<file path="src/rtl/msm_pkg.sv">
`default_nettype none

package msm_pkg;

  localparam int ENCODER_COUNTS_DEF = 8192;

  localparam int ANGLE_W    = 13;
  localparam int MS_W       = 16;
  localparam int SPEED_W    = 16;
  localparam int LIMIT_W    = 15;
  localparam int COUNT_W    = 16;
  localparam int TICK_LIM_W = 13;  // stall_limit / 10 fits in 13 bits
  localparam int POS_W      = 32;

  localparam int IN_TDATA_W  = 64;
  localparam int OUT_TDATA_W = 40;
  localparam int CFG_INDEX_W = 3;
  localparam int CFG_DATA_W  = 16;

  localparam logic [MS_W-1:0]    OFFLINE_LIMIT_RST = MS_W'(50);
  localparam logic [LIMIT_W-1:0] STOP_SPEED_RST    = LIMIT_W'(50);

  typedef enum logic [1:0] {
    ST_OFFLINE = 2'd0,
    ST_STOP    = 2'd1,
    ST_RUNNING = 2'd2,
    ST_STALL   = 2'd3
  } motor_state_t;

  typedef enum logic [CFG_INDEX_W-1:0] {
    REG_STALL_ENABLE     = 3'd0,
    REG_STALL_THRESHOLD  = 3'd1,
    REG_STALL_LIMIT      = 3'd2,
    REG_POSITION_ENABLE  = 3'd3,
    REG_OFFLINE_LIMIT    = 3'd4,
    REG_STOP_SPEED_LIMIT = 3'd5
  } cfg_reg_t;

  typedef struct packed {
    logic                  stall_en;
    logic [LIMIT_W-1:0]    stall_thr;
    logic [TICK_LIM_W-1:0] stall_tick_lim;
    logic                  pos_en;
    logic [MS_W-1:0]       offline_lim;
    logic [LIMIT_W-1:0]    stop_lim;
  } msm_cfg_t;

  typedef struct packed {
    motor_state_t        status;
    logic [COUNT_W-1:0]  stall_count;
  } status_upd_t;

  typedef struct packed {
    logic [ANGLE_W-1:0] prior_angle;
    logic [POS_W-1:0]   turn_position;
  } pos_upd_t;

endpackage

`default_nettype wire

</file>
<file path="src/rtl/msm_status.sv">
`default_nettype none

// Status tick: offline timeout, stop/running split, stall counter.
module msm_status (
  input  var msm_pkg::msm_cfg_t               cfg,
  input  var msm_pkg::motor_state_t           status_in,
  input  wire [msm_pkg::COUNT_W-1:0]          stall_count_in,
  input  wire [msm_pkg::MS_W-1:0]             elapsed_ms,
  input  wire signed [msm_pkg::SPEED_W-1:0]   speed,
  input  wire signed [msm_pkg::SPEED_W-1:0]   stall_value,
  output msm_pkg::status_upd_t                upd
);
  import msm_pkg::*;

  function automatic logic [SPEED_W:0] mag16(input logic signed [SPEED_W-1:0] v);
    logic [SPEED_W:0] ext;
    ext = {v[SPEED_W-1], v};
    return v[SPEED_W-1] ? ((SPEED_W+1)'(0) - ext) : ext;
  endfunction

  logic [SPEED_W:0]   spd_mag;
  logic [SPEED_W:0]   sv_mag;
  logic               offline;
  logic               stopped;
  logic               stall_cond;
  logic [COUNT_W-1:0] cnt_inc;
  logic [COUNT_W-1:0] lim_ext;

  always_comb begin
    spd_mag    = mag16(speed);
    sv_mag     = mag16(stall_value);
    offline    = elapsed_ms > cfg.offline_lim;
    stopped    = spd_mag < {2'b00, cfg.stop_lim};
    stall_cond = stopped && (sv_mag > {2'b00, cfg.stall_thr});
    cnt_inc    = (stall_count_in == {COUNT_W{1'b1}}) ? stall_count_in
                                                     : stall_count_in + COUNT_W'(1);
    lim_ext    = {{(COUNT_W-TICK_LIM_W){1'b0}}, cfg.stall_tick_lim};

    upd.status      = status_in;
    upd.stall_count = stall_count_in;
    if (offline) begin
      upd.status = ST_OFFLINE;
    end else if (!cfg.stall_en) begin
      upd.status = stopped ? ST_STOP : ST_RUNNING;
    end else if (stall_cond) begin
      if (cnt_inc >= lim_ext) begin
        upd.stall_count = lim_ext;
        upd.status      = ST_STALL;
      end else begin
        upd.stall_count = cnt_inc;
        upd.status      = ST_STOP;
      end
    end else begin
      // stall check enabled but not met: running even when stopped
      upd.stall_count = '0;
      upd.status      = ST_RUNNING;
    end
  end

endmodule

`default_nettype wire

</file>
<file path="src/rtl/msm_unwrap.sv">
`default_nettype none

// Angle sample: unwrap the single-turn angle into the multi-turn position.
module msm_unwrap #(
  parameter int ENCODER_COUNTS = msm_pkg::ENCODER_COUNTS_DEF
) (
  input  var msm_pkg::motor_state_t       status_in,
  input  wire                             pos_en,
  input  wire [msm_pkg::ANGLE_W-1:0]      prior_in,
  input  wire [msm_pkg::POS_W-1:0]        turn_in,
  input  wire [msm_pkg::ANGLE_W-1:0]      angle,
  output msm_pkg::pos_upd_t               upd
);
  import msm_pkg::*;

  localparam int Half  = ENCODER_COUNTS / 2;
  localparam int ErrW  = ($clog2(ENCODER_COUNTS) + 2 > ANGLE_W + 2) ?
                         $clog2(ENCODER_COUNTS) + 2 : ANGLE_W + 2;
  localparam logic signed [ErrW-1:0] HalfPos = ErrW'(Half);
  localparam logic signed [ErrW-1:0] HalfNeg = -ErrW'(Half);
  localparam logic signed [ErrW-1:0] Counts  = ErrW'(ENCODER_COUNTS);

  logic signed [ErrW-1:0] diff;
  logic signed [ErrW-1:0] err;

  always_comb begin
    diff = signed'({{(ErrW-ANGLE_W){1'b0}}, angle})
         - signed'({{(ErrW-ANGLE_W){1'b0}}, prior_in});
    if (diff > HalfPos) begin
      err = diff - Counts;
    end else if (diff < HalfNeg) begin
      err = diff + Counts;
    end else begin
      err = diff;
    end

    upd.prior_angle   = prior_in;
    upd.turn_position = turn_in;
    if (status_in == ST_OFFLINE || !pos_en) begin
      upd.turn_position = '0;
    end else if (turn_in == '0 && prior_in == '0) begin
      // first sample only latches the angle
      upd.prior_angle = angle;
    end else begin
      upd.prior_angle   = angle;
      upd.turn_position = turn_in + {{(POS_W-ErrW){err[ErrW-1]}}, err};
    end
  end

endmodule

`default_nettype wire

</file>
<file path="src/rtl/motor_status_monitor_with_encoder_unwrap.sv">
`default_nettype none

// Motor status monitor with encoder unwrap. Each request on the in_ stream
// yields exactly one result on the out_ stream, in order. A status tick
// (in_tuser = 0) classifies the motor as offline, stop, running or stall
// from the feedback age, the speed and the stall-monitored value; an angle
// sample (in_tuser = 1) folds the rotor angle into a 32-bit wrapping
// multi-turn position. Every result carries the motor state after the
// request and the current position. Throughput is one request per clock
// while out_tready is high; a request is captured in an input register,
// evaluated by a single pass of compare/add logic, and lands in the result
// register. The input register can still take a request while a result
// waits on out_tready; only when both registers are full does in_tready
// drop. Configuration writes take effect on the next clock and belong in
// idle periods; stall_limit is stored already divided by ten.
module motor_status_monitor_with_encoder_unwrap #(
  parameter int ENCODER_COUNTS = msm_pkg::ENCODER_COUNTS_DEF
) (
  input  wire                                clk,
  input  wire                                rst_n,
  // in_tdata: elapsed_ms[15:0], speed[31:16], stall_value[47:32],
  //           angle[60:48], zero[63:61]
  input  wire                                in_tvalid,
  output logic                               in_tready,
  input  wire [msm_pkg::IN_TDATA_W-1:0]      in_tdata,
  // in_tuser: req_type[0] (0 status tick, 1 angle sample)
  input  wire                                in_tuser,
  // out_tdata: motor_state[1:0], position[33:2], zero[39:34]
  output logic                               out_tvalid,
  input  wire                                out_tready,
  output logic [msm_pkg::OUT_TDATA_W-1:0]    out_tdata,
  input  wire                                cfg_wr_en,
  input  wire [msm_pkg::CFG_INDEX_W-1:0]     cfg_index,
  input  wire [msm_pkg::CFG_DATA_W-1:0]      cfg_wdata
);
  import msm_pkg::*;

  // stall_limit / 10 by reciprocal: exact for every 16-bit value
  function automatic logic [TICK_LIM_W-1:0] div10(input logic [CFG_DATA_W-1:0] x);
    logic [31:0] prod;
    prod = {16'd0, x} * 32'd52429;
    return prod[31:19];
  endfunction

  // ---- configuration ----
  msm_cfg_t cfg_r;

  always_ff @(posedge clk) begin
    if (!rst_n) begin
      cfg_r.stall_en       <= 1'b0;
      cfg_r.stall_thr      <= '0;
      cfg_r.stall_tick_lim <= '0;
      cfg_r.pos_en         <= 1'b0;
      cfg_r.offline_lim    <= OFFLINE_LIMIT_RST;
      cfg_r.stop_lim       <= STOP_SPEED_RST;
    end else if (cfg_wr_en) begin
      unique case (cfg_reg_t'(cfg_index))
        REG_STALL_ENABLE:     cfg_r.stall_en       <= cfg_wdata[0];
        REG_STALL_THRESHOLD:  cfg_r.stall_thr      <= cfg_wdata[LIMIT_W-1:0];
        REG_STALL_LIMIT:      cfg_r.stall_tick_lim <= div10(cfg_wdata);
        REG_POSITION_ENABLE:  cfg_r.pos_en         <= cfg_wdata[0];
        REG_OFFLINE_LIMIT:    cfg_r.offline_lim    <= cfg_wdata[MS_W-1:0];
        REG_STOP_SPEED_LIMIT: cfg_r.stop_lim       <= cfg_wdata[LIMIT_W-1:0];
        default: ;  // unmapped index: ignored
      endcase
    end
  end

  // ---- input register ----
  logic                        in_valid_r;
  logic                        req_type_r;
  logic [MS_W-1:0]             elapsed_r;
  logic signed [SPEED_W-1:0]   speed_r;
  logic signed [SPEED_W-1:0]   sval_r;
  logic [ANGLE_W-1:0]          angle_r;

  logic out_valid_r;
  logic advance;   // request in the input register moves to the result reg

  assign advance   = in_valid_r && (!out_valid_r || out_tready);
  assign in_tready = !in_valid_r || advance;

  always_ff @(posedge clk) begin
    if (!rst_n) begin
      in_valid_r <= 1'b0;
    end else if (in_tready) begin
      in_valid_r <= in_tvalid;
    end
  end

  always_ff @(posedge clk) begin
    if (in_tvalid && in_tready) begin
      req_type_r <= in_tuser;
      elapsed_r  <= in_tdata[15:0];
      speed_r    <= in_tdata[31:16];
      sval_r     <= in_tdata[47:32];
      angle_r    <= in_tdata[60:48];
    end
  end

  // ---- motor state ----
  motor_state_t        status_r;
  logic [COUNT_W-1:0]  stall_count_r;
  logic [ANGLE_W-1:0]  prior_angle_r;
  logic [POS_W-1:0]    turn_pos_r;

  status_upd_t st_upd;
  pos_upd_t    pos_upd;

  msm_status u_status (
    .cfg            (cfg_r),
    .status_in      (status_r),
    .stall_count_in (stall_count_r),
    .elapsed_ms     (elapsed_r),
    .speed          (speed_r),
    .stall_value    (sval_r),
    .upd            (st_upd)
  );

  msm_unwrap #(
    .ENCODER_COUNTS (ENCODER_COUNTS)
  ) u_unwrap (
    .status_in (status_r),
    .pos_en    (cfg_r.pos_en),
    .prior_in  (prior_angle_r),
    .turn_in   (turn_pos_r),
    .angle     (angle_r),
    .upd       (pos_upd)
  );

  motor_state_t       status_nxt;
  logic [COUNT_W-1:0] stall_count_nxt;
  logic [ANGLE_W-1:0] prior_angle_nxt;
  logic [POS_W-1:0]   turn_pos_nxt;

  always_comb begin
    status_nxt      = status_r;
    stall_count_nxt = stall_count_r;
    prior_angle_nxt = prior_angle_r;
    turn_pos_nxt    = turn_pos_r;
    if (req_type_r) begin
      prior_angle_nxt = pos_upd.prior_angle;
      turn_pos_nxt    = pos_upd.turn_position;
    end else begin
      status_nxt      = st_upd.status;
      stall_count_nxt = st_upd.stall_count;
    end
  end

  always_ff @(posedge clk) begin
    if (!rst_n) begin
      status_r      <= ST_OFFLINE;
      stall_count_r <= '0;
      prior_angle_r <= '0;
      turn_pos_r    <= '0;
    end else if (advance) begin
      status_r      <= status_nxt;
      stall_count_r <= stall_count_nxt;
      prior_angle_r <= prior_angle_nxt;
      turn_pos_r    <= turn_pos_nxt;
    end
  end

  // ---- result register ----
  motor_state_t     out_state_r;
  logic [POS_W-1:0] out_pos_r;

  always_ff @(posedge clk) begin
    if (!rst_n) begin
      out_valid_r <= 1'b0;
    end else if (!out_valid_r || out_tready) begin
      out_valid_r <= in_valid_r;
    end
  end

  always_ff @(posedge clk) begin
    if (advance) begin
      out_state_r <= status_nxt;
      out_pos_r   <= turn_pos_nxt;
    end
  end

  assign out_tvalid = out_valid_r;
  assign out_tdata  = {{(OUT_TDATA_W-POS_W-2){1'b0}}, out_pos_r, out_state_r};

endmodule

`default_nettype wire

</file>
<file path="config.mk">
export PLATFORM = sky130hd
export DESIGN_NAME = motor_status_monitor_with_encoder_unwrap
export DESIGN_NICKNAME = d
export VERILOG_FILES = /design/src/rtl/msm_pkg.sv /design/src/rtl/msm_status.sv /design/src/rtl/msm_unwrap.sv /design/src/rtl/motor_status_monitor_with_encoder_unwrap.sv
export SDC_FILE = /design/constraint.sdc
export NUM_CORES = 1
export LEC_CHECK = 0
export BUFFER_PORTS_ARGS = -buffer_cell sky130_fd_sc_hd__buf_2
export CORE_MARGIN = 1
export CORE_UTILIZATION = 67
export DETAILED_ROUTE_END_ITERATION = 8
export PLACE_DENSITY = 0.95
export SETUP_SLACK_MARGIN = 0.3
export SLEW_MARGIN = 10
export SYNTH_ARGS = -nofsm -noshare
export SYNTH_HDL_FRONTEND = slang
export SYNTH_SLANG_ARGS = --single-unit
</file>
<file path="constraint.sdc">
create_clock -name clk -period 14.4 [get_ports clk]
set_clock_uncertainty 0.15 [all_clocks]
set_input_delay 1.44 -clock clk [delete_from_list [all_inputs] [get_ports clk]]
set_output_delay 1.44 -clock clk [all_outputs]
set_load 0.1 [all_outputs]
</file>
==> results.json <==
{
  "hold_path.class": "flop to flop",
  "vdd.ir_drop.worst_uv": 128,
  "power.switching_fraction": 0.403,
  "max_slew_violation_total_from_the_final_report": 0,
  "synth_flop_cell": "sky130_fd_sc_hd__dfxtp_1",
  "layout-drive-gt1-share": 0.0969,
  "fin_tns_setup_ns": 0,
  "clkSlewWorstSetupHoldPaths_ns": 0.06,
  "floorplan.initialDensity": 0.685,
  "antenna_found_initial": 2,
  "gp_congestion": 0.987,
  "htree_levels": 1,
  "post-cts-setup-buffer-count": 0,
  "slew_headroom": 0.252,
  "max-clock-path-buffers": 3,
  "switchingPower_w": 0.00107,
  "total_area_of_multi_input_combinational_cells_um2": 10200,
  "internal_power_w": 0.00159,
  "first_pass_grt_wire_length_um": 68200,
  "period_minus_slack_ns": 7.06,
  "placementRows": 57,
  "syn_to_final_growth_pct": 9.73,
  "layout.cells.most_common": "sky130_fd_sc_hd__inv_1",
  "async_reset_ff_frac": 0,
  "drt_first_pass_iters": 7,
  "finalWirelength_um": 42100,
  "comb_power_share": 0.507,
  "io-pin-count": 131,
  "power.clock.fraction": 0.226,
  "achievable-frequency_mhz": 142,
  "cts_buffers": 23,
  "max_fanout_on_critical_path": 8,
  "number_of_flops_mapped_to_enable_cells_by_yosys": 96,
  "clockRootBuffer": "sky130_fd_sc_hd__clkbuf_16",
  "syn_inst": 1805,
  "setup_violations": 0,
  "register_area_um2": 5410,
  "synth.avg_cell_area_um2": 9.29,
  "wl_per_cell_um": 18.7,
  "grt_setup_unrepaired": "false",
  "category_of_the_critical_setup_timing_path": "input pin to flop",
  "yosys_register_bits": 222,
  "die_width_um": 160,
  "postRouteAntennaNets": 0,
  "fraction_of_the_yosys_area_taken_by_sequential_cells": 0.322,
  "vias_per_cell": 6.24,
  "number_of_global_route_vias_before_repair": 14100,
  "crit_path_dat_ns": 7.34,
  "total_leakage_power_nw": 8.12,
  "outcome": "completed",
  "die_y_um": 160,
  "layout_worst_path_cycle_share": 0.490,
  "filler_cell_count": 1504,
  "dp_hpwl_um": 31400,
  "share_of_power_burned_in_registers": 0.267,
  "groute.usage.overall": 0.330,
  "coreArea_um2": 24500,
  "synthesis.yosys.warnings": 0,
  "timing.hold.ws_ns": 0.309,
  "p_total_w": 0.00266,
  "num_vias": 14100,
  "cts-hold-fix-buffers": 0,
  "dieArea_um2": 25700,
  "most-common-layout-cells": "253 x sky130_fd_sc_hd__inv_1, 237 x sky130_fd_sc_hd__ha_1, 223 x sky130_fd_sc_hd__nand2_1, 126 x sky130_fd_sc_hd__dfxtp_1, 122 x sky130_fd_sc_hd__a21oi_1",
  "worstSetupStartpointType": "input pin",
  "globalRouteOverflowTotal": 0,
  "finish.net_count": 2321,
  "timing_worst_slew_pin_value_ns": 1.12,
  "insertion_delay_ns": 0.52,
  "detail_route.drc_violations": 0,
  "grt_max_degree": 100,
  "power-per-cell-area_nw_per_um2": 145,
  "input_output_buffers": 121,
  "first_iter_violations": 1387,
  "cts.sinks": 222,
  "cell_area_after_synthesis_um2": 16800,
  "tritoncts": "built",
  "maxCapViolCount": 0,
  "worst-endpoint-required_ns": 14.68,
  "yosys.cell_types.count": 71,
  "hold_violations": 0,
  "worstSetupEndpointType": "flop",
  "cts.repair.resized": 0
}
[flip-flops by register name, indices dropped and copies added, names as in the netlist, 13 cells and up]
signal / flops
prior_angle_r: 13
sval_r: 16
speed_r: 16
cfg_r: 61
stall_count_r: 16
turn_pos_r: 32
angle_r: 13
elapsed_r: 16
out_pos_r: 32
[layout make-up]
type,count,share of cell area
multi-input cells,1283,0.555
flip-flops and latches,222,0.294
inverters,255,0.0520
repair buffers,127,0.0354
clock buffers,28,0.0340
well taps,324,0.0220
clock inverters,14,0.00714
diodes,2,0.000272
[critical path, stage by stage]
cell,delay [ns]
sky130_fd_sc_hd__buf_2,0.19
sky130_fd_sc_hd__ha_1,0.38
sky130_fd_sc_hd__inv_1,0.08
sky130_fd_sc_hd__fa_1,0.55
sky130_fd_sc_hd__inv_1,0.06
sky130_fd_sc_hd__fa_1,0.51
sky130_fd_sc_hd__fa_1,0.56
sky130_fd_sc_hd__inv_1,0.08
sky130_fd_sc_hd__fa_1,0.54
sky130_fd_sc_hd__fa_1,0.55
sky130_fd_sc_hd__inv_1,0.04
sky130_fd_sc_hd__ha_1,0.37
sky130_fd_sc_hd__a21oi_1,0.26
sky130_fd_sc_hd__nor4b_1,0.31
sky130_fd_sc_hd__and3_1,0.24
sky130_fd_sc_hd__o31a_1,0.23
sky130_fd_sc_hd__o21ai_0,0.22
sky130_fd_sc_hd__o21ai_0,0.23
sky130_fd_sc_hd__mux2_2,0.35
sky130_fd_sc_hd__o22ai_1,0.13
[path summary, 6_finish.rpt]
| path | slack, ns | startpoint | end | cells past startpoint |
|---|---|---|---|---|
| hold reg to reg | 0.31 | cfg_r[49]$_SDFFE_PN0P_ | cfg_r[49]$_SDFFE_PN0P_ | 2 |
| setup reg to reg | 7.98 | angle_r[0]$_DFFE_PP_ | out_pos_r[30]$_DFFE_PP_ | 19 |
| setup / recovery | 7.34 | cfg_wdata[5] | cfg_r[43]$_SDFFE_PN0P_ | 20 |
| hold / removal | 0.31 | cfg_r[49]$_SDFFE_PN0P_ | cfg_r[49]$_SDFFE_PN0P_ | 2 |
[cells in the mapped netlist (all sizes together), types with 13 or more instances]
library cell    n  area [um^2]
o31ai          13         97.6
ha            237         2970
nor2           72          270
fa             83         1660
mux2i          14          140
a211oi         28          210
clkbuf         40          150
or3            16          100
nand3          25          125
nand4          20          125
a21oi         122          611
nand2b         16          100
inv           255          957
a21o           36          270
o211ai         20          150
o22ai          15         93.8
and3           14         87.6
o21a           17          128
edfxtp         96         2880
xnor2          54          480
nor2b          13         81.3
o21ai          76          380
dfxtp         126         2520
nand2         223          837
xor2           26          228
nor3           26          135
[per-stage QoR]
stage,worst slack (ns),utilization,instance area [um^2],instances
6_report,7.34,0.752,18400,2255
5_1_grt,7.16,0.752,18400,2254
4_1_cts,7.43,0.752,18400,2253
3_5_place_dp,6.90,0.721,17600,2211
3_3_place_gp,7.04,0.721,17600,2211
2_1_floorplan,7.61,-,16800,1810
[metal layers]
metal / share of wire / vias to the layer above / routed length, um / global-route usage
li1: - / 6492 / - / -
met1: 0.38 / 6627 / 16100 / 0.404
met2: 0.48 / 770 / 20100 / 0.562
met3: 0.088 / 191 / 3720 / 0.0553
met4: 0.053 / 0 / 2230 / 0.163
met5: 0 / - / 0 / 0
[power by group through the flow]
| stage | Sequential, W | Combinational (W) | Clock, W |
|---|---|---|---|
| after detailed placement | 0.000723 | 0.00131 | 0 |
| after floorplan | 0.000749 | 0.000963 | 0 |
| after global placement | 0.000722 | 0.00122 | 0 |
| after global routing | 0.000714 | 0.00151 | 0.000630 |
| final | 0.000711 | 0.00135 | 0.000602 |
| after CTS | 0.000710 | 0.00132 | 0.000603 |
[logic make-up after synthesis]
family | count (synthesis) | share of synthesized area
adder cells (fa/ha/maj) | 320 | 0.276
buffers and inverters | 305 | 0.0697
flip-flops | 222 | 0.322
multiplexers | 18 | 0.0110
XOR/XNOR | 80 | 0.0422
AND/OR/NAND/NOR | 461 | 0.126
other | 1 | 0.000224
AO/OA/AOI/OAI | 398 | 0.153
No activity file was read; power rests on OpenSTA's default activity.
